==> src/stack_cell_integer_alu_assert.svh <==
// Assertion macros for the stack cell integer ALU.
`ifndef STACK_CELL_INTEGER_ALU_ASSERT_SVH
`define STACK_CELL_INTEGER_ALU_ASSERT_SVH
`ifndef ASSERT_OFF
// Same-cycle implication
`define SCIA_ASSERT_IMP(lbl, clk, rst, ante, cons) \
  lbl: assert property (@(posedge clk) disable iff (rst) (ante) |-> (cons)) \
    else $error("scia: implication check failed");
// Next-cycle implication
`define SCIA_ASSERT_NXT(lbl, clk, rst, ante, cons) \
  lbl: assert property (@(posedge clk) disable iff (rst) (ante) |=> (cons)) \
    else $error("scia: sequence check failed");
`else
`define SCIA_ASSERT_IMP(lbl, clk, rst, ante, cons)
`define SCIA_ASSERT_NXT(lbl, clk, rst, ante, cons)
`endif
`endif

==> src/scia_pkg.sv <==
// Shared types, word codes and helpers for the stack cell integer ALU.
package scia_pkg;

  localparam int CELL_BITS   = 32;
  localparam int DBL_BITS    = 2 * CELL_BITS;
  localparam int CNT_BITS    = $clog2(DBL_BITS);
  localparam int QUEUE_DEPTH = 2;
  localparam int QPTR_BITS   = $clog2(QUEUE_DEPTH);

  // Word codes, in order
  typedef enum logic [4:0] {
    W_ADD, W_DADD, W_MADD, W_SUB, W_DSUB, W_MUL, W_UMMUL, W_MMUL,
    W_DIV, W_MOD, W_DIVMOD, W_UDIVMOD, W_SMREM, W_FMMOD, W_SCDIV, W_SCDIVMOD,
    W_INC1, W_DEC1, W_INC2, W_DEC2, W_SHL, W_SHR, W_ABS, W_DABS,
    W_NEG, W_DNEG, W_MIN, W_DMIN, W_MAX, W_DMAX
  } word_t;

  // Which back-end path an item takes
  typedef enum logic [1:0] {K_ALU, K_MUL, K_DIV, K_SCALE} kind_t;

  typedef struct packed {
    logic        [4:0]  action;
    logic signed [63:0] first_operand;
    logic signed [63:0] second_operand;
    logic signed [31:0] third_operand;
  } req_t;

  typedef struct packed {
    logic signed [63:0] primary_value;
    logic signed [31:0] remainder_value;
    logic               has_remainder;
    logic               is_double;
    logic               divide_error;
  } res_t;

  // Decoded item passed from front to back
  typedef struct packed {
    kind_t       kind;
    logic [4:0]  action;
    logic [63:0] a;
    logic [63:0] b;
    logic [63:0] c;
    logic        hasr;
    logic        dbl;
  } cmd_t;

  // Sign-extend the low cell of a word
  function automatic logic [63:0] sx_cell(input logic [63:0] v);
    logic signed [63:0] t;
    t = v << (64 - CELL_BITS);
    return t >>> (64 - CELL_BITS);
  endfunction

  // Sign-extend the low double cell of a word
  function automatic logic [63:0] sx_dbl(input logic [63:0] v);
    logic signed [63:0] t;
    t = v << (64 - DBL_BITS);
    return t >>> (64 - DBL_BITS);
  endfunction

  // Zero-extend the low cell of a word
  function automatic logic [63:0] zx_cell(input logic [63:0] v);
    logic [63:0] t;
    t = v << (64 - CELL_BITS);
    return t >> (64 - CELL_BITS);
  endfunction

endpackage

==> src/scia_queue.sv <==
// Short item queue between the front and back ends.
module scia_queue import scia_pkg::*; (
  input  logic clk,
  input  logic rst,
  input  logic push,
  input  cmd_t din,
  output logic full,
  input  logic pop,
  output cmd_t dout,
  output logic empty
);

  cmd_t                 mem [QUEUE_DEPTH];
  logic [QPTR_BITS-1:0] wr_ptr;
  logic [QPTR_BITS-1:0] rd_ptr;
  logic [QPTR_BITS:0]   count;

  assign full  = (count == (QPTR_BITS+1)'(QUEUE_DEPTH));
  assign empty = (count == '0);
  assign dout  = mem[rd_ptr];

  // Pointers and fill level
  always_ff @(posedge clk) begin
    if (rst) begin
      wr_ptr <= '0;
      rd_ptr <= '0;
      count  <= '0;
    end else begin
      if (push) wr_ptr <= wr_ptr + 1'b1;
      if (pop)  rd_ptr <= rd_ptr + 1'b1;
      if (push && !pop) begin
        count <= count + 1'b1;
      end else if (pop && !push) begin
        count <= count - 1'b1;
      end
    end
  end

  // Storage
  always_ff @(posedge clk) begin
    if (push) begin
      mem[wr_ptr] <= din;
    end
  end

endmodule

==> config.mk <==
export PLATFORM = sky130hd
export DESIGN_NAME = scia_queue
export DESIGN_NICKNAME = d
export VERILOG_FILES = /design/src/stack_cell_integer_alu_assert.svh /design/src/scia_pkg.sv /design/src/scia_queue.sv
export SDC_FILE = /design/constraint.sdc
export NUM_CORES = 1
export LEC_CHECK = 0
export BUFFER_PORTS_ARGS = -buffer_cell sky130_fd_sc_hd__buf_2
export CAP_MARGIN = 20
export CORE_ASPECT_RATIO = 0.6
export CORE_MARGIN = 5
export CORE_UTILIZATION = 56
export CTS_CLUSTER_DIAMETER = 40
export DETAILED_ROUTE_END_ITERATION = 16
export PLACE_DENSITY = 0.91
export SKIP_CTS_REPAIR_TIMING = 1
export SYNTH_ARGS = -nofsm -noshare
export SYNTH_HDL_FRONTEND = slang
export SYNTH_SLANG_ARGS = --single-unit
==> constraint.sdc <==
create_clock -name clk -period 17.95 [get_ports clk]
set_input_delay 1.795 -clock clk [delete_from_list [all_inputs] [get_ports clk]]
set_output_delay 1.795 -clock clk [all_outputs]
set_load 0.01 [all_outputs]
==> run summary <==
Status -> completed
Clock-pin slew on the worst setup and hold paths -> 60 ps
Share of cells above drive strength 1 -> 0.606
Final non-filler cell total -> 1470
Worst-case reg-to-reg path depth -> 3
Worst reg2reg startpoint -> wr_ptr
Worst hold endpoint -> count[1]
Largest net degree at the start of global routing -> 75
Layout Nets -> 1285
Cell Area, Synth -> 0.0148 mm²
Fin crit share -> 0.266
Initial drt markers -> 531
GRT overflow -> 0
Dpl cells -> 1399
Worst flop-to-flop path endpoint -> mem[0][155]
Leak Pwr -> 6.87 nW
CTS tree -> built
Global-route wire length before repair -> 46.9 mm
Layout fillers -> 1543
Die Footprint -> 0.0299 mm²
R2R Setup Slk -> 15050 ps
CP Cell Sequence -> buf_4 > mux2_2 > buf_2
Antenna viol nets, final -> 0
Cts bufs inserted -> 38
Least-Margin Pin Slew -> 1010 ps
Die X -> 220 µm
Residual DRC count -> 0
Skew-Pair Late Insertion Delay -> 510 ps
Seq cells post-synth -> 407
WL/cell -> 22.2 µm
PortBufs -> 407
Rows -> 46
Setup crit end kind -> primary output
Hold Path Origin -> count[1]
Die height -> 136 µm
Post-Syn Instances -> 647
Slew Limit Fails -> 0
CP required -> 16150 ps
Net Count, Synth -> 853
Via/cell ratio -> 5.24
Via count -> 7706
CTS root buf -> clkbuf_16
Slowest stage delay, CP -> 950 ps
Critical path data arrival time -> 2980 ps
# IOs -> 408
Largest fanout on the critical path -> 71
Fin Hold WS -> 504 ps
Area growth from synthesis to layout -> 24.0%
Max-cap violations -> 0
VDD IR max -> 0.0846 mV
H-tree depth -> 2
First-pass detailed-route iteration total -> 5
Initial Utilization -> 0.565
Crit-path slowest cell -> dfxtp_4
Setup TNS -> 0 ps
Clock skew -> 6.90 ps
GRT Resource Usage Total -> 0.209
Core Box Area -> 0.0262 mm²
Hold Crit Class -> reg2reg
Sequential Area -> 0.0122 mm²
Vias in the first global route -> 8078
WHS Path Cells -> 2
Synth unique cells -> 16
FMAX -> 210 MHz
Tot Pwr -> 2.14 mW
Final GP Congestion -> 0.829
Area of the multi-input gates -> 0.00238 mm²
DP HPWL -> 22.1 mm
Crit start category -> flop
Pwr Density -> 117 mW/mm²
RSZ-0062 raised after global routing -> false
Setup violations, final -> 0
Worst setup path class -> reg2out
Worst-case clock buffer depth -> 3
Mean Syn Cell Area -> 22.8 µm²
Initial antenna violation count -> 10
Slew Limit Headroom -> 0.326
CTS sink cnt -> 407
Final Cell Area -> 0.0183 mm²
Yosys warns -> 0
Final WL -> 32.7 mm
Tmin final -> 4770 ps
Final hold vios -> 0
Placed cell area -> 0.0171 mm²
Post-synthesis sequential area ratio -> 0.823
kinds of logic after synthesis:
group / synth area share
AOI/OAI and AO/OA: 0.000676
xor gates and xnor gates: 0.00237
adders and majority gates: 0.000846
buffers and inverters: 0.0166
DFF: 0.823
muxes: 0.153
and+or+nand+nor: 0.00305
per-stage QoR:
stage,setup WS (ps),utilization
global route,13020,0.700
finish,13180,0.700
floorplan,6700,-
CTS,13100,0.700
detailed placement,13450,0.653
global placement,13500,0.653
where the power goes:
group | switching [mW] | leakage (nW) | internal [mW]
clock | 0.328 | 0.608 | 0.458
combinational | 0.123 | 2.45 | 0.102
sequential | 0.0193 | 3.82 | 1.11
total | 0.471 | 6.87 | 1.67
layer usage:
layer	global-route usage	routed length, µm	vias up
li1	-	-	3450
met1	0.257	12200	3841
met2	0.355	16400	343
met3	0.0803	3350	56
met4	0.0533	609	16
met5	0	103	-
worst max-delay path, delay by kind of cell, from the launching register on:
family,cells,cell delay [ps]
buffers and inverters,2,970
flip-flops,1,950
multiplexers,1,450
worst max path at each step:
stage                     slack, ps  start           to
after floorplan                6700   push    mem[0][0]
after global placement        13500   push  mem[0][121]
after detailed placement      13450   push   mem[0][11]
after CTS                     13100   flop     dout[76]
after global routing          13020   flop     dout[76]
final                         13180   flop     dout[76]
Yosys cell counts:
library cell | count | area (µm²)
edfxtp_1 | 402 | 12100
mux2_2 | 201 | 2260
buf_6 | 21 | 236
dfxtp_1 | 5 | 100
nor2_1 | 5 | 18.8
xnor2_1 | 2 | 17.5
xor2_1 | 2 | 17.5
a21oi_1 | 1 | 5.00
and2_1 | 1 | 6.26
and2b_1 | 1 | 7.51
buf_2 | 1 | 5.00
ha_1 | 1 | 12.5
inv_1 | 1 | 3.75
nor2b_1 | 1 | 6.26
o21ai_0 | 1 | 5.00
or3_1 | 1 | 6.26
layout by cell type, fill, tap and decap left out, drive strengths merged, types with 2 or more instances in the layout:
cell / instances
buf: 414
dfxtp: 5
xnor2: 2
clkbuf: 44
diode: 2
xor2: 2
bufinv: 3
nor2: 5
edfxtp: 402
mux2: 201
clkinv: 21
cell type report:
type / count / share of cell area
diodes: 2 / 0.000273
clock buffers: 44 / 0.0566
clock inverters: 25 / 0.0108
inverters: 1 / 0.000205
multi-input cells: 217 / 0.130
flip-flops and latches: 407 / 0.664
well taps: 360 / 0.0246
repair buffers: 414 / 0.114
state kept, by name, summed over array words and instances (netlist names), named ones only:
name,flops
mem,402
wr_ptr,1
count,2
rd_ptr,1
(Power assumes the default switching activity.)
