## config.mk

```make
export PLATFORM = sky130hd
export DESIGN_NAME = scia_back
export DESIGN_NICKNAME = d
export VERILOG_FILES = /design/src/scia_pkg.sv /design/src/scia_back.sv
export VERILOG_INCLUDE_DIRS = /design/src /design/src/src
export SDC_FILE = /design/constraint.sdc
export NUM_CORES = 2
export LEC_CHECK = 0
export BUFFER_PORTS_ARGS = -buffer_cell sky130_fd_sc_hd__buf_2
export CORE_MARGIN = 2
export CORE_UTILIZATION = 30
export DETAILED_ROUTE_END_ITERATION = 8
export PLACE_DENSITY = 0.55
export RECOVER_POWER = 100
export SETUP_SLACK_MARGIN = 0.02
export SYNTH_ARGS = -nofsm -noshare
export SYNTH_HDL_FRONTEND = slang
export SYNTH_SLANG_ARGS = --single-unit
```

## constraint.sdc

```tcl
create_clock -name clk -period 19 [get_ports clk]
set_input_delay 0.95 -clock clk [delete_from_list [all_inputs] [get_ports clk]]
set_output_delay 0.95 -clock clk [all_outputs]
set_load 0.01 [all_outputs]
```

## src/stack_cell_integer_alu_assert.svh

```systemverilog
// Assertion macros for the stack cell integer ALU.
`ifndef STACK_CELL_INTEGER_ALU_ASSERT_SVH
`define STACK_CELL_INTEGER_ALU_ASSERT_SVH
`ifndef ASSERT_OFF
// Same-cycle implication
`define SCIA_ASSERT_IMP(lbl, clk, rst, ante, cons) \
  lbl: assert property (@(posedge clk) disable iff (rst) (ante) |-> (cons)) \
    else $error("scia: implication check failed");
// Next-cycle implication
`define SCIA_ASSERT_NXT(lbl, clk, rst, ante, cons) \
  lbl: assert property (@(posedge clk) disable iff (rst) (ante) |=> (cons)) \
    else $error("scia: sequence check failed");
`else
`define SCIA_ASSERT_IMP(lbl, clk, rst, ante, cons)
`define SCIA_ASSERT_NXT(lbl, clk, rst, ante, cons)
`endif
`endif

```

## src/scia_pkg.sv

```systemverilog
// Shared types, word codes and helpers for the stack cell integer ALU.
package scia_pkg;

  localparam int CELL_BITS   = 32;
  localparam int DBL_BITS    = 2 * CELL_BITS;
  localparam int CNT_BITS    = $clog2(DBL_BITS);
  localparam int QUEUE_DEPTH = 2;
  localparam int QPTR_BITS   = $clog2(QUEUE_DEPTH);

  // Word codes, in order
  typedef enum logic [4:0] {
    W_ADD, W_DADD, W_MADD, W_SUB, W_DSUB, W_MUL, W_UMMUL, W_MMUL,
    W_DIV, W_MOD, W_DIVMOD, W_UDIVMOD, W_SMREM, W_FMMOD, W_SCDIV, W_SCDIVMOD,
    W_INC1, W_DEC1, W_INC2, W_DEC2, W_SHL, W_SHR, W_ABS, W_DABS,
    W_NEG, W_DNEG, W_MIN, W_DMIN, W_MAX, W_DMAX
  } word_t;

  // Which back-end path an item takes
  typedef enum logic [1:0] {K_ALU, K_MUL, K_DIV, K_SCALE} kind_t;

  typedef struct packed {
    logic        [4:0]  action;
    logic signed [63:0] first_operand;
    logic signed [63:0] second_operand;
    logic signed [31:0] third_operand;
  } req_t;

  typedef struct packed {
    logic signed [63:0] primary_value;
    logic signed [31:0] remainder_value;
    logic               has_remainder;
    logic               is_double;
    logic               divide_error;
  } res_t;

  // Decoded item passed from front to back
  typedef struct packed {
    kind_t       kind;
    logic [4:0]  action;
    logic [63:0] a;
    logic [63:0] b;
    logic [63:0] c;
    logic        hasr;
    logic        dbl;
  } cmd_t;

  // Sign-extend the low cell of a word
  function automatic logic [63:0] sx_cell(input logic [63:0] v);
    logic signed [63:0] t;
    t = v << (64 - CELL_BITS);
    return t >>> (64 - CELL_BITS);
  endfunction

  // Sign-extend the low double cell of a word
  function automatic logic [63:0] sx_dbl(input logic [63:0] v);
    logic signed [63:0] t;
    t = v << (64 - DBL_BITS);
    return t >>> (64 - DBL_BITS);
  endfunction

  // Zero-extend the low cell of a word
  function automatic logic [63:0] zx_cell(input logic [63:0] v);
    logic [63:0] t;
    t = v << (64 - CELL_BITS);
    return t >> (64 - CELL_BITS);
  endfunction

endpackage

```

## src/scia_back.sv

```systemverilog
// Back end: simple ALU, cell multiplier and bit-serial divider.
module scia_back import scia_pkg::*; (
  input  logic clk,
  input  logic rst,
  input  cmd_t cmd,
  input  logic empty,
  output logic pop,
  output logic done,
  output res_t result
);

  `include "stack_cell_integer_alu_assert.svh"

  typedef enum logic [1:0] {S_IDLE, S_MUL, S_DIV, S_FIN} state_t;

  state_t                state;
  cmd_t                  cur;
  logic [63:0]           prod;
  logic [63:0]           dvd;
  logic [CELL_BITS-1:0]  rem;
  logic [CELL_BITS-1:0]  dvs;
  logic                  neg_a;
  logic                  neg_b;
  logic [CNT_BITS-1:0]   cnt;

  logic [63:0]                   alu_p;
  logic signed [CELL_BITS:0]     ma;
  logic signed [CELL_BITS:0]     mb;
  logic signed [2*CELL_BITS+1:0] mul_full;
  logic [63:0]                   sel_dvd;
  logic [63:0]                   sel_dvs;
  logic                          dvs_zero;
  logic [63:0]                   dvd_mag;
  logic [63:0]                   dvs_mag;
  logic [CELL_BITS:0]            trial;
  logic                          ge;
  logic [63:0]                   fin_q;
  logic [63:0]                   fin_r;
  res_t                          fin_res;

  assign pop = (state == S_IDLE) && !empty;

  // Combinational ALU words
  always_comb begin
    unique case (cmd.action)
      W_ADD, W_DADD, W_MADD: alu_p = cmd.a + cmd.b;
      W_SUB, W_DSUB:         alu_p = cmd.a - cmd.b;
      W_INC1:                alu_p = cmd.a + 64'd1;
      W_DEC1:                alu_p = cmd.a - 64'd1;
      W_INC2:                alu_p = cmd.a + 64'd2;
      W_DEC2:                alu_p = cmd.a - 64'd2;
      W_SHL:                 alu_p = cmd.a << 1;
      W_SHR:                 alu_p = $signed(cmd.a) >>> 1;
      W_ABS, W_DABS:         alu_p = cmd.a[63] ? (64'd0 - cmd.a) : cmd.a;
      W_NEG, W_DNEG:         alu_p = 64'd0 - cmd.a;
      W_MIN, W_DMIN:         alu_p = ($signed(cmd.b) < $signed(cmd.a)) ? cmd.b : cmd.a;
      W_MAX, W_DMAX:         alu_p = ($signed(cmd.b) < $signed(cmd.a)) ? cmd.a : cmd.b;
      default:               alu_p = 64'd0;
    endcase
    alu_p = cmd.dbl ? sx_dbl(alu_p) : sx_cell(alu_p);
  end

  // Cell multiplier; the extra bit carries sign or zero extension
  assign ma       = cmd.a[CELL_BITS:0];
  assign mb       = cmd.b[CELL_BITS:0];
  assign mul_full = ma * mb;

  // Divider operand selection: direct words from the queue, scaled words from the product
  always_comb begin
    if (state == S_MUL) begin
      sel_dvd = prod;
      sel_dvs = cur.c;
    end else begin
      sel_dvd = cmd.a;
      sel_dvs = cmd.b;
    end
    dvs_zero = (sel_dvs == 64'd0);
    dvd_mag  = sel_dvd[63] ? (64'd0 - sel_dvd) : sel_dvd;
    dvs_mag  = sel_dvs[63] ? (64'd0 - sel_dvs) : sel_dvs;
  end

  // One quotient bit per cycle
  assign trial = {rem, dvd[DBL_BITS-1]};
  assign ge    = (trial >= {1'b0, dvs});

  // Sign correction and floor adjustment
  always_comb begin
    fin_q = (neg_a != neg_b) ? (64'd0 - dvd) : dvd;
    fin_r = neg_a ? (64'd0 - {{(64-CELL_BITS){1'b0}}, rem})
                  : {{(64-CELL_BITS){1'b0}}, rem};
    if ((cur.action == W_FMMOD) && (rem != '0) && (neg_a != neg_b)) begin
      fin_q = fin_q - 64'd1;
      fin_r = fin_r + cur.b;
    end
    fin_res.has_remainder = cur.hasr;
    fin_res.is_double     = 1'b0;
    fin_res.divide_error  = 1'b0;
    if (cur.action == W_MOD) begin
      fin_res.primary_value   = sx_cell(fin_r);
      fin_res.remainder_value = 32'd0;
    end else begin
      fin_res.primary_value   = sx_cell(fin_q);
      fin_res.remainder_value = cur.hasr ? fin_r[31:0] : 32'd0;
    end
  end

  // Sequencer and result register
  always_ff @(posedge clk) begin
    if (rst) begin
      state <= S_IDLE;
      done  <= 1'b0;
    end else begin
      done <= 1'b0;
      unique case (state)
        S_IDLE: begin
          if (pop) begin
            cur <= cmd;
            unique case (cmd.kind)
              K_ALU: begin
                result <= '{alu_p, 32'd0, 1'b0, cmd.dbl, 1'b0};
                done   <= 1'b1;
              end
              K_MUL, K_SCALE: begin
                prod  <= 64'(mul_full);
                state <= S_MUL;
              end
              K_DIV: begin
                if (dvs_zero) begin
                  result <= '{64'd0, 32'd0, cmd.hasr, cmd.dbl, 1'b1};
                  done   <= 1'b1;
                end else begin
                  neg_a <= sel_dvd[63];
                  neg_b <= sel_dvs[63];
                  dvd   <= dvd_mag;
                  dvs   <= dvs_mag[CELL_BITS-1:0];
                  rem   <= '0;
                  cnt   <= CNT_BITS'(DBL_BITS - 1);
                  state <= S_DIV;
                end
              end
              default: ;
            endcase
          end
        end
        S_MUL: begin
          if (cur.kind == K_MUL) begin
            result <= '{(cur.dbl ? sx_dbl(prod) : sx_cell(prod)), 32'd0, 1'b0, cur.dbl, 1'b0};
            done   <= 1'b1;
            state  <= S_IDLE;
          end else if (dvs_zero) begin
            result <= '{64'd0, 32'd0, cur.hasr, 1'b0, 1'b1};
            done   <= 1'b1;
            state  <= S_IDLE;
          end else begin
            neg_a <= sel_dvd[63];
            neg_b <= sel_dvs[63];
            dvd   <= dvd_mag;
            dvs   <= dvs_mag[CELL_BITS-1:0];
            rem   <= '0;
            cnt   <= CNT_BITS'(DBL_BITS - 1);
            state <= S_DIV;
          end
        end
        S_DIV: begin
          // partial remainder stays below the divisor, so the low cell holds it
          rem <= ge ? (trial[CELL_BITS-1:0] - dvs) : trial[CELL_BITS-1:0];
          dvd <= {dvd[62:0], ge};
          if (cnt == '0) begin
            state <= S_FIN;
          end else begin
            cnt <= cnt - 1'b1;
          end
        end
        S_FIN: begin
          result <= fin_res;
          done   <= 1'b1;
          state  <= S_IDLE;
        end
        default: state <= S_IDLE;
      endcase
    end
  end

  // Checks
  `SCIA_ASSERT_IMP(a_err_zero, clk, rst, done && result.divide_error,
                   result.primary_value == 64'd0 && result.remainder_value == 32'd0)
  `SCIA_ASSERT_NXT(a_div_end, clk, rst, state == S_DIV && cnt == '0, state == S_FIN)
  `SCIA_ASSERT_NXT(a_fin_done, clk, rst, state == S_FIN, done && state == S_IDLE)
  `SCIA_ASSERT_IMP(a_no_rem, clk, rst, done && !result.has_remainder,
                   result.remainder_value == 32'd0)

endmodule

```

==> results.cfg <==
[sta]
fmax_mhz = 82.1
drv_slew = 1805
hold_viol = 0
period_share = 0.641
post-route-min-period_ns = 12.18
tns_ns = 0
tightest_slew_ns = 5.97
hold_slack_ns = 0.470
relSlewSlack = -2.98
skew_ns = 0.0448
rsz0062_at_grt = no
setup_viol = 0

[route]
ant_nets = 0
viasPerCell = 5.60
dr.pass1.iters = 7
num_vias = 69400
drtIter0Drc = 8082
wl_um = 341000
routedWlPerCell_um = 27.5
post-route-drc-count = 0

[synthesis]
synthFlopType = edfxtp_1
synth-seq-cells = 407
syn_inst = 8960
synth.distinct_cells = 96
syn_area_per_cell_um2 = 8.68
netlist_area_um2 = 77800
synth_fp_nets = 10800
synth_edf_count = 404
async_reset_ff_frac = 0
ys_seq_area_frac = 0.157
yosysWarnings = 0

[cts]
cts_tree = built
clk_latency_ns = 0.68
root_buffer = clkbuf_16
cts-hold-fix-buffers = 0
ctsResizeCount = 0
cts_num_sinks = 407
numCtsBuffers = 50
cts_setup_buffers = 0
clockBufferDepth = 3
cts.clk_slew.worst_paths_ns = 0.06
h-tree-depth = 2

[run]
drv_cap = 54

[floorplanning]
rows = 186
core_area_um2 = 257000
die_y_um = 513
initial_core_util = 0.302
die_width_um = 513
fp.dieArea_um2 = 263000
io_pins = 305

[setup_path]
crit-reg2reg-launch = state[0]
r2r-end = result[92]
required_ns = 19.40
reg2regPathDepth = 15
critPathKind = input pin to flip-flop
startpoint_type = input pin
cp_max_fo = 37
arrival_ns = 12.58
ff2ff_setup_slack_ns = 6.88
cp-end-kind = flip-flop

[global_route]
grt_overflow = 0
grt_max_degree = 85
grt_pass1_wl_um = 494000
track_usage = 0.255
grt_pass1_vias = 70300
antenna_found_initial = 47

[finish]
post-route-util = 0.327
register_area_um2 = 12200
multi_input_area_um2 = 58800
nets = 10800
nFillCells = 27100
drive_above_1_share = 0.0499
syn_to_final_growth_pct = 8.32

[run_status]
outcome = complete, but fails checks
violations = capacitance limit, slew limit

[placed_design]
io_buffers = 304
place.gp.congestion = 0.994
hpwl_um = 264000

[worst_hold_path]
min_path_cells = 1
hold-path-endpoint = cur[43]
hold_start = cmd[43]
hold_class = input pin to flip-flop
[worst max-delay path by stage]
stage / startpoint / end
final: cmd[95] / result[45]
after global routing: state[0] / result[38]
after CTS: cmd[151] / prod[63]
after detailed placement: cmd[151] / prod[63]
after global placement: cmd[151] / prod[63]
after floorplan: empty / prod[0]
[state kept, by name (all words and copies together) (netlist names)]
signal	cells
dvd	64
neg_a	1
state	2
done	1
result	99
prod	64
rem	32
dvs	32
cur	105
cnt	6
neg_b	1
[synth_stat cells (all sizes together), types with 42 or more instances]
cell type / instances / area share
inv: 1307 / 0.063
fa: 1129 / 0.29
nand2: 926 / 0.045
nor2: 562 / 0.027
a21oi: 525 / 0.034
ha: 502 / 0.081
clkbuf: 470 / 0.023
and2: 464 / 0.037
o21ai: 414 / 0.027
edfxtp: 404 / 0.16
xnor2: 286 / 0.032
nor3: 172 / 0.011
xor2: 155 / 0.017
mux2i: 143 / 0.018
a21o: 142 / 0.014
nand3: 96 / 0.0063
a31oi: 95 / 0.0077
nand4: 89 / 0.0072
nor2b: 75 / 0.0060
a211oi: 73 / 0.0070
buf: 66 / 0.0037
nor4: 66 / 0.0057
a221oi: 63 / 0.0072
o31ai: 56 / 0.0054
o22ai: 55 / 0.0044
or3: 52 / 0.0042
and3: 47 / 0.0038
o21a: 45 / 0.0043
o211ai: 43 / 0.0041
nand2b: 42 / 0.0034
[per-stage QoR]
stage,std cells,cell area (um2),setup WS [ns]
after floorplan,8960,77800,5.35
after global placement,12300,82900,8.63
after detailed placement,12300,82900,8.58
after CTS,12400,84600,9.26
after global routing,12400,84200,6.51
final,12400,84300,6.82
[logic make-up after synthesis]
group	after synthesis	share of synthesized area
xor+xnor	441	0.0496
fa+ha+maj	1631	0.371
buf+inv	1846	0.0895
simple gates	2712	0.169
compound gates	1775	0.145
flops	407	0.157
mux	148	0.0192
[layout make-up]
class | instances | area share
Multi-Input combinational cell | 6707 | 0.698
Antenna cell | 32 | 0.000950
Clock inverter | 31 | 0.00410
Inverter | 1310 | 0.0584
Tap cell | 3384 | 0.0502
Sequential cell | 407 | 0.145
Clock buffer | 61 | 0.0155
Timing Repair Buffer | 464 | 0.0285
[cells in the final DEF (no fill, tap or decap), types with 45 or more instances in the layout]
cell,netlist,final
xor2_1,155,154
ha_1,502,502
o31ai_1,56,56
o22ai_1,55,55
nand2_1,926,923
nor2_1,562,554
xnor2_1,286,286
a31oi_1,94,95
clkbuf_1,470,180
buf_4,2,116
inv_1,1307,1307
nor2b_1,75,75
fa_1,1129,1128
and3_1,47,47
and2_1,462,454
a21o_1,142,141
buf_2,23,178
nand3_1,95,95
clkbuf_16,0,50
a211oi_1,73,73
o21ai_0,406,408
o21a_1,45,45
edfxtp_1,404,404
nor3_1,170,168
mux2i_1,142,140
nor4_1,63,64
a21oi_1,525,522
or3_1,51,51
a221oi_1,62,63
nand4_1,89,89
[worst max-delay path: stages]
cell and delay, ns:
buf_2 0.08, clkbuf_1 1.47, clkbuf_1 1.97, ha_1 0.41, nand4_1 0.13, nor2_1 0.24
nand4_1 0.18, a31o_2 0.25, a41oi_1 0.66, o21ai_0 0.54, a31oi_1 1.56, mux2i_4 0.40
clkbuf_1 2.15, a221oi_1 0.94, o22ai_1 0.56
[layer usage]
metal / GRT usage / part of all wire / vias to the layer above
met5: 0.00384 / 0.00014 / -
met4: 0.126 / 0.058 / 8
met3: 0.0529 / 0.095 / 733
met2: 0.399 / 0.44 / 3661
met1: 0.332 / 0.40 / 35300
li1: - / - / 29800
Power is not shown: default switching activity piles up to over one toggle a cycle in this logic, so the estimate is an artifact.
