**config.mk**
```make
export PLATFORM = sky130hd
export DESIGN_NAME = scia_front
export DESIGN_NICKNAME = d
export VERILOG_FILES = /design/src/stack_cell_integer_alu_assert.svh /design/src/scia_pkg.sv /design/src/scia_front.sv
export SDC_FILE = /design/constraint.sdc
export NUM_CORES = 1
export LEC_CHECK = 0
export BUFFER_PORTS_ARGS = -buffer_cell sky130_fd_sc_hd__buf_2
export CAP_MARGIN = 20
export CORE_UTILIZATION = 25
export CTS_CLUSTER_DIAMETER = 40
export DETAILED_ROUTE_END_ITERATION = 10
export PLACE_DENSITY = 0.49
export SLEW_MARGIN = 15
export SYNTH_ARGS = -nofsm -noshare
export SYNTH_HDL_FRONTEND = slang
export SYNTH_SLANG_ARGS = --single-unit
```
**constraint.sdc**
```tcl
create_clock -name clk -period 24.9 [get_ports clk]
set_clock_uncertainty 0.15 [all_clocks]
set_input_delay 4.98 -clock clk [delete_from_list [all_inputs] [get_ports clk]]
set_output_delay 4.98 -clock clk [all_outputs]
set_load 0.02 [all_outputs]
```
**src/stack_cell_integer_alu_assert.svh**
```systemverilog
// Assertion macros for the stack cell integer ALU.
`ifndef STACK_CELL_INTEGER_ALU_ASSERT_SVH
`define STACK_CELL_INTEGER_ALU_ASSERT_SVH
`ifndef ASSERT_OFF
// Same-cycle implication
`define SCIA_ASSERT_IMP(lbl, clk, rst, ante, cons) \
  lbl: assert property (@(posedge clk) disable iff (rst) (ante) |-> (cons)) \
    else $error("scia: implication check failed");
// Next-cycle implication
`define SCIA_ASSERT_NXT(lbl, clk, rst, ante, cons) \
  lbl: assert property (@(posedge clk) disable iff (rst) (ante) |=> (cons)) \
    else $error("scia: sequence check failed");
`else
`define SCIA_ASSERT_IMP(lbl, clk, rst, ante, cons)
`define SCIA_ASSERT_NXT(lbl, clk, rst, ante, cons)
`endif
`endif

```
**src/scia_pkg.sv**
```systemverilog
// Shared types, word codes and helpers for the stack cell integer ALU.
package scia_pkg;

  localparam int CELL_BITS   = 32;
  localparam int DBL_BITS    = 2 * CELL_BITS;
  localparam int CNT_BITS    = $clog2(DBL_BITS);
  localparam int QUEUE_DEPTH = 2;
  localparam int QPTR_BITS   = $clog2(QUEUE_DEPTH);

  // Word codes, in order
  typedef enum logic [4:0] {
    W_ADD, W_DADD, W_MADD, W_SUB, W_DSUB, W_MUL, W_UMMUL, W_MMUL,
    W_DIV, W_MOD, W_DIVMOD, W_UDIVMOD, W_SMREM, W_FMMOD, W_SCDIV, W_SCDIVMOD,
    W_INC1, W_DEC1, W_INC2, W_DEC2, W_SHL, W_SHR, W_ABS, W_DABS,
    W_NEG, W_DNEG, W_MIN, W_DMIN, W_MAX, W_DMAX
  } word_t;

  // Which back-end path an item takes
  typedef enum logic [1:0] {K_ALU, K_MUL, K_DIV, K_SCALE} kind_t;

  typedef struct packed {
    logic        [4:0]  action;
    logic signed [63:0] first_operand;
    logic signed [63:0] second_operand;
    logic signed [31:0] third_operand;
  } req_t;

  typedef struct packed {
    logic signed [63:0] primary_value;
    logic signed [31:0] remainder_value;
    logic               has_remainder;
    logic               is_double;
    logic               divide_error;
  } res_t;

  // Decoded item passed from front to back
  typedef struct packed {
    kind_t       kind;
    logic [4:0]  action;
    logic [63:0] a;
    logic [63:0] b;
    logic [63:0] c;
    logic        hasr;
    logic        dbl;
  } cmd_t;

  // Sign-extend the low cell of a word
  function automatic logic [63:0] sx_cell(input logic [63:0] v);
    logic signed [63:0] t;
    t = v << (64 - CELL_BITS);
    return t >>> (64 - CELL_BITS);
  endfunction

  // Sign-extend the low double cell of a word
  function automatic logic [63:0] sx_dbl(input logic [63:0] v);
    logic signed [63:0] t;
    t = v << (64 - DBL_BITS);
    return t >>> (64 - DBL_BITS);
  endfunction

  // Zero-extend the low cell of a word
  function automatic logic [63:0] zx_cell(input logic [63:0] v);
    logic [63:0] t;
    t = v << (64 - CELL_BITS);
    return t >> (64 - CELL_BITS);
  endfunction

endpackage

```
**src/scia_front.sv**
```systemverilog
// Front end: accepts items, decodes the word and prepares operands.
module scia_front import scia_pkg::*; (
  input  logic clk,
  input  logic rst,
  input  logic start,
  input  req_t request,
  output logic busy,
  input  logic full,
  output logic push,
  output cmd_t cmd
);

  logic valid;
  logic load;
  cmd_t cmd_next;

  // Handshake: hold the decoded item until the queue has room
  assign push = valid && !full;
  assign busy = valid && full;
  assign load = start && !busy;

  // Decode
  always_comb begin
    cmd_next.kind   = K_ALU;
    cmd_next.action = request.action;
    cmd_next.a      = sx_cell(request.first_operand);
    cmd_next.b      = sx_cell(request.second_operand);
    cmd_next.c      = sx_cell({{32{request.third_operand[31]}}, request.third_operand});
    cmd_next.hasr   = 1'b0;
    cmd_next.dbl    = 1'b0;
    unique case (request.action)
      W_DADD, W_DSUB, W_DMIN, W_DMAX, W_DABS, W_DNEG: begin
        cmd_next.a   = sx_dbl(request.first_operand);
        cmd_next.b   = sx_dbl(request.second_operand);
        cmd_next.dbl = 1'b1;
      end
      W_MADD: begin
        cmd_next.a   = sx_dbl(request.first_operand);
        cmd_next.dbl = 1'b1;
      end
      W_MUL: cmd_next.kind = K_MUL;
      W_UMMUL: begin
        cmd_next.kind = K_MUL;
        cmd_next.a    = zx_cell(request.first_operand);
        cmd_next.b    = zx_cell(request.second_operand);
        cmd_next.dbl  = 1'b1;
      end
      W_MMUL: begin
        cmd_next.kind = K_MUL;
        cmd_next.dbl  = 1'b1;
      end
      W_DIV, W_MOD: cmd_next.kind = K_DIV;
      W_DIVMOD: begin
        cmd_next.kind = K_DIV;
        cmd_next.hasr = 1'b1;
      end
      W_UDIVMOD: begin
        cmd_next.kind = K_DIV;
        cmd_next.hasr = 1'b1;
        cmd_next.a    = zx_cell(request.first_operand);
        cmd_next.b    = zx_cell(request.second_operand);
      end
      W_SMREM, W_FMMOD: begin
        cmd_next.kind = K_DIV;
        cmd_next.hasr = 1'b1;
        cmd_next.a    = sx_dbl(request.first_operand);
      end
      W_SCDIV: cmd_next.kind = K_SCALE;
      W_SCDIVMOD: begin
        cmd_next.kind = K_SCALE;
        cmd_next.hasr = 1'b1;
      end
      default: ;
    endcase
  end

  // Item register
  always_ff @(posedge clk) begin
    if (rst) begin
      valid <= 1'b0;
    end else if (load) begin
      valid <= 1'b1;
    end else if (push) begin
      valid <= 1'b0;
    end
    if (load) begin
      cmd <= cmd_next;
    end
  end

endmodule

```
==> results of run 1 <==
-- registers in the layout, indices dropped and copies added, names as in the netlist --
register / flops
cmd: 169
valid: 1
-- Yosys cell counts, types with 2 or more instances --
| master | n |
|---|---|
| buf_6 | 3 |
| buf_2 | 13 |
| inv_1 | 3 |
| o21ai_1 | 2 |
| edfxtp_1 | 169 |
| nor3b_1 | 2 |
| buf_4 | 33 |
| nand2b_1 | 3 |
| and2_1 | 2 |
| a21o_1 | 66 |
| o21ai_0 | 2 |
| nand2_1 | 3 |
| a21oi_1 | 3 |
| nor2b_1 | 4 |
| nor2_1 | 8 |
-- metrics by stage --
step | worst slack, ns | cell area (um^2)
after global placement | 14.30 | 8240
after CTS | 14.30 | 8880
after detailed placement | 14.30 | 8240
after floorplan | 11.40 | 6270
after global routing | 14.27 | 8900
final | 14.30 | 8900
-- layout make-up --
type                    instances  area, um^2  area share, %
flip-flops and latches        170        5090           57.2
repair buffers                376        1900           21.4
multi-input cells             112         838           9.41
clock buffers                  18         429           4.82
well taps                     324         405           4.55
clock inverters                14         208           2.33
inverters                       4        15.0          0.169
diodes                          5        12.5          0.141
-- worst max path at each step --
| stage | from | to | slack [ns] |
|---|---|---|---|
| 2_1_floorplan | full | cmd[0] | 11.40 |
| 3_3_place_gp | full | busy | 14.30 |
| 3_5_place_dp | full | busy | 14.30 |
| 4_1_cts | full | busy | 14.30 |
| 5_1_grt | full | busy | 14.27 |
| 6_report | full | busy | 14.30 |
-- kinds of logic (layout without fill, tap and decap cells) --
family / count (synthesis) / after routing
compound gates: 83 / 83
other cells: 0 / 5
buf+inv: 53 / 412
simple gates: 29 / 29
flops: 170 / 170
-- power by group through the flow --
stage          registers (mW)  logic (mW)  clock network, mW
6_report                0.345      0.0933              0.290
5_1_grt                 0.346       0.100              0.311
4_1_cts                 0.345      0.0945              0.300
3_5_place_dp            0.351      0.0943                  0
3_3_place_gp            0.350      0.0939                  0
2_1_floorplan           0.381      0.0312                  0
-- worst max-delay path: cells and delay by family --
family	cells	cell delay, ns
buffers and inverters	2	0.28
AND/OR/NAND/NOR	1	0.20
-- per-layer routing --
layer / share of wire, % / up-vias / routed length [um] / track usage, %
li1: - / 1950 / - / -
met1: 39 / 1961 / 6740 / 14.2
met2: 53 / 198 / 9130 / 23.7
met3: 7.5 / 9 / 1290 / 4.93
met4: 0.90 / 0 / 156 / 3.55
met5: 0 / - / 0 / 0
-- cell usage in the layout (no fill, tap or decap), types with 2 or more instances in the layout --
master       n
buf_2      371
edfxtp_1   169
a21o_1      66
clkbuf_16   17
nor2_1       8
diode_2      5
inv_6        5
bufinv_16    4
buf_4        4
nand2b_1     3
inv_1        3
a21oi_1      3
nand2_1      3
nor2b_1      3
and2_1       2
o21ai_1      2
nor3b_1      2
o21ai_0      2
inv_8        2
==> results.md, run 1 <==
* Status: finished clean
* Initial antenna violation count at 5
* Core area at 0.0245 mm^2
* Mean number of vias per cell at approximately 4.0
* Initial cell density of the core at 25.6%
* H-tree depth at 4
* Critical path's slowest cell: and2_1
* Pre-antenna DRT Iters at 4
* Sw Ratio at around a quarter
* Power share of the combinational group at 12.8%
* Clock network fraction of total power at between 30% and 40%
* Slew Limit Fails at 0
* Pin count of the biggest net entering global routing at 75
* Final Hold Viols at 0
* EDFF count, synth at 169
* Routed WL per cell at 16.9 um
* Post-Syn Area at 0.00627 mm^2
* Final WL at between 15000 and 20000 um
* Sum Neg Setup Slack at 0 ns
* Routed Antenna Nets at 0
* Hold endpoint: valid
* Cell count after synthesis at 335
* Layout cells sized above 1 at 59.4%
* Worst vdd ir at 0.0344 mV
* Layout fillers at approximately 2400
* Primary FF master, synth: edfxtp_1
* CP arrival at approximately 5.5 ns
* CTS tree: done
* Gr ovfl total at 0
* Die H at 160 um
* Psw at 0.184 mW
* Total Routing Usage GR at 13.1%
* Final Util at 36.4%
* Worst EP required at 19.77 ns
* Area Growth Syn to Fin at 42.1%
* Largest area contributor in the netlist: edfxtp_1
* Setup-failing EPs final at 0
* Post-Synth Simple-Gate Area at 2.63%
* Cells on Worst Hold Path at 3
* Post-DP HPWL at 12600 um
* Yosys top cell area share at 81.0%
* Vias after detailed routing at 4118
* Main combinational cell family by area after synthesis: compound AO/OA/AOI/OAI gates
* Clock-pin transition on the worst setup and hold timing paths at ~0.07 ns
* Hold WC Path Type: reg2reg
* Die area at ~0.026 mm^2
* Hold buffer count at cts at 0
* Most used cell, CP: buf_2
* Clk_lat worst skew at 0.41 ns
* Seq pwr share at 47.3%
* Clock Sinks at 170
* Worst-path fanout max at 3
* Num rows at 57
* CP startpoint kind: primary input
* Hold_sp: valid
* Hold slack at 0.505 ns
* CP Class: in2out
* Global-route wire length before repair at 24700 um
* Power Dens Cells at slightly above 80 mW/mm^2
* # IOs at 372
* Worst path cell trace: buf_2, and2_1, buf_2
* Postcts setup bufs at 0
* Vias in the first global route at 3949
* Syn avg cell area at 18.7 um^2
* Total power draw at 0.728 mW
* Clock root buffer: clkbuf_16
* Post_cts resized at 0
* Post-synthesis net count at 504
* Post-synth ARST share at 0%
* Inst Count DP at roughly 1000
* P_leak at roughly 4.1 nW
* Compound-Gate Fraction of Synth Area at slightly above 10%
* Num CTS Buffers at 17
* Initial DRC Count at around 190
* DRC at 0
* RSZ-0062 raised after global routing: no
* Crit end category: primary output
* Rel. slew slack at 34.5%
* Mux cell area share after synthesis at 0%
* Sequential share of the synthesized area at 81.3%
* Port buffer count at 371
* Die Wd at approximately 160 um
* R2R cell count at 4
* Synth unique cells at 34
* R2R setup slack at 21.32 ns
* Syn. warnings at 0
* Final nets at 850
* Fmax at 94.3 MHz
* Int Pwr at 0.544 mW
* Top cells by area, synth: edfxtp_1 81%, a21o_1 7.9%, buf_4 4.0%
* Worst flop-to-flop path endpoint: cmd[87]
* Non-filler cells, final at ~1000
* Yosys reg bits at 170
* Peak per-stage delay on the critical path at approximately 0.20 ns
* MaxCap Viol Count at 0
* Worst Tran Pin Value at 0.983 ns
* Synth Area in Adders at 0%
* Max Buffers Root-to-Sink at 2
* Reg2reg start: valid
* GP Congestion at a little over 0.7
* Min cycle time layout at ~11 ns
* Period utilization at around 43%
* Synth Area in XOR/XNOR at 0%
(Power assumes the default switching activity.)
==> inputs of run 2 (changes only) <==
- clock period: 24.9 -> 10.5 ns (I/O delays scaled with it)
==> run 2 against run 1 <==
Via count is 1.5% higher. Combinational power grew 140%. Count of clock-buffer cells in the layout down 1. Power grew 130%. Wire length shrank 2.0%. Worst setup slack got worse by 8.6 ns. Hold slack improved by 0.015 ns. Non-clock buffer count unchanged. Core utilization about the same. First-iteration DRC count down 41%. Register-to-register slack got worse by 13 ns. Global-route usage down 0.11 points. Largest cell class unchanged.
==> results.md, run 2 (same netlist as run 1, synthesis figures left out) <==
* Placed Instance Area at 0.00824 mm^2 (unchanged)
* Crit end category: primary output
* Seq pwr share at 47.9% (+0.6 points)
* Mean number of vias per cell at 4.08 (+1.4%)
* Layout cells sized above 1 at 59.5% (+0.14 points)
* Peak per-stage delay on the critical path at 0.20 ns (about the same)
* DRC at 0 (unchanged)
* Initial antenna violation count at 6 (+1)
* Fmax at 207 MHz
* Gr ovfl total at 0 (unchanged)
* Global-route wire length before repair at 24700 um (+0.22%)
* Clock Sinks at 170 (unchanged)
* Post_cts resized at 0 (unchanged)
* Int Pwr at 1.25 mW (+130%)
* Final Hold Viols at 0 (unchanged)
* Worst Tran Pin Value at 1.03 ns (+0.0495 ns)
* Final nets at 850 (unchanged)
* Clk_lat worst skew at 0.42 ns (about the same)
* Die area at 0.0257 mm^2 (unchanged)
* Register Area at 0.00509 mm^2 (unchanged)
* Worst path cell trace: buf_2, and2_1, buf_2
* Hold buffer count at cts at 0 (unchanged)
* CTS tree: done
* Number of flip-flops in the largest register at 169 (unchanged)
* Final WL at 17000 um (-2.0%)
* Num CTS Buffers at 17 (unchanged)
* Routed WL per cell at 16.6 um (-2.1%)
* GP Congestion at 0.720 (+0.36%)
* Initial cell density of the core at 25.6% (unchanged)
* Area Growth Syn to Fin at 42.1% (about the same)
* Most frequent cells in the layout: 371 x buf_2, 169 x edfxtp_1, 66 x a21o_1
* Vias in the first global route at 4140 (+4.8%)
* Biggest regs: cmd x169, valid x1
* Area of the multi-input gates at 838 um^2 (unchanged)
* Routed Antenna Nets at 0 (unchanged)
* CP Class: in2out
* Max Buffers Root-to-Sink at 2 (unchanged)
* Pin count of the biggest net entering global routing at 81 (+8.0%)
* Power share of the combinational group at 13.1% (+0.3 points)
* Sum Neg Setup Slack at 0 ns (unchanged)
* Psw at 0.452 mW (+150%)
* Power Dens Cells at 191 mW/mm^2 (+130%)
* # IOs at 372 (unchanged)
* Num rows at 57 (unchanged)
* Min cycle time layout at 4.83 ns
* Worst-path fanout max at 3 (unchanged)
* Initial DRC Count at 114 (-41%)
* Die Wd at 160 um (unchanged)
* H-tree depth at 4 (unchanged)
* Period utilization at between 40% and 50%
* Postcts setup bufs at 0 (unchanged)
* Post-DP HPWL at 12500 um (-0.82%)
* RSZ-0062 raised after global routing: no
* Total Routing Usage GR at 13.0% (-0.11 points)
* Rel. slew slack at 31.2% (-3.3 points)
* Core area at 0.0245 mm^2 (unchanged)
* Sw Ratio at 26.5% (+1.3 points)
* Die H at 160 um (unchanged)
* CP arrival at 2.58 ns (-2.89 ns)
* Worst vdd ir at 0.0915 mV (+170%)
* Worst EP required at 8.25 ns (-11.52 ns)
* Buf/Inv on CP at 2 (unchanged)
* Top reg by flops: cmd
* P_leak at 4.08 nW (about the same)
* Slew Limit Fails at 0 (unchanged)
* Port buffer count at 371 (unchanged)
* Final Cell Area at 0.00891 mm^2 (about the same)
* Setup-failing EPs final at 0 (unchanged)
* Most used cell, CP: buf_2
* Vias after detailed routing at 4178 (+1.5%)
* Pre-antenna DRT Iters at 4 (unchanged)
* Status: finished clean
* Critical path's slowest cell: and2_1
* CP delay by family, top: buffers and inverters
* Layout fillers at 2396 (-0.99%)
* Most common cell after layout, fill and taps aside: buf_2
* CP startpoint kind: primary input
* Clock root buffer: clkbuf_16
* Clock network fraction of total power at 39.0% (-0.9 points)
* Clock-pin transition on the worst setup and hold timing paths at 0.08 ns (about the same)
* Hold WC Path Type: reg2reg
* MaxCap Viol Count at 0 (unchanged)
[run 2: per-layer routing]
metal  wire length (um)  track usage, %  up-vias
li1                   -               -     1955
met1               6550            14.3     2002
met2               8850            22.6      199
met3               1240            4.44       20
met4                331            5.67        2
met5                 15               0        -
[run 2: layout make-up]
| class | instances | share of cell area, % |
|---|---|---|
| flip-flops and latches | 170 | 57.2 |
| repair buffers | 376 | 21.5 |
| multi-input cells | 112 | 9.41 |
| clock buffers | 17 | 4.78 |
| well taps | 324 | 4.55 |
| clock inverters | 15 | 2.25 |
| inverters | 4 | 0.169 |
| diodes | 6 | 0.169 |
[run 2: power by group through the flow]
stage / clock [mW] / combinational, mW / sequential, mW
2_1_floorplan: 0 / 0.0742 / 0.899
3_3_place_gp: 0 / 0.223 / 0.831
3_5_place_dp: 0 / 0.224 / 0.832
4_1_cts: 0.690 / 0.225 / 0.817
5_1_grt: 0.711 / 0.239 / 0.821
6_report: 0.664 / 0.222 / 0.816
[run 2: metrics by stage]
stage	hold WS (ns)	util (%)	total power [mW]	worst slack, ns	instances
after floorplan	0.542	-	0.973	3.13	335
after global placement	0.512	33.7	1.05	5.67	985
after detailed placement	0.509	33.7	1.06	5.68	985
after CTS	0.520	36.2	1.73	5.68	1017
after global routing	0.600	36.4	1.77	5.64	1020
final	0.520	36.4	1.70	5.67	1024
[run 2: worst min-delay path: stages, from the launching register on]
cell	delay [ns]
dfxtp_1	0.31
and2_1	0.17
nor2_1	0.11
nor2_1	0.04
[run 2: path summary, 6_finish.rpt]
check              from       end  slack, ns  depth (start not counted)
setup / recovery   full      busy       5.67                          3
hold / removal    valid     valid       0.52                          3
setup reg to reg  valid  cmd[182]       8.00                          3
hold reg to reg   valid     valid       0.52                          3
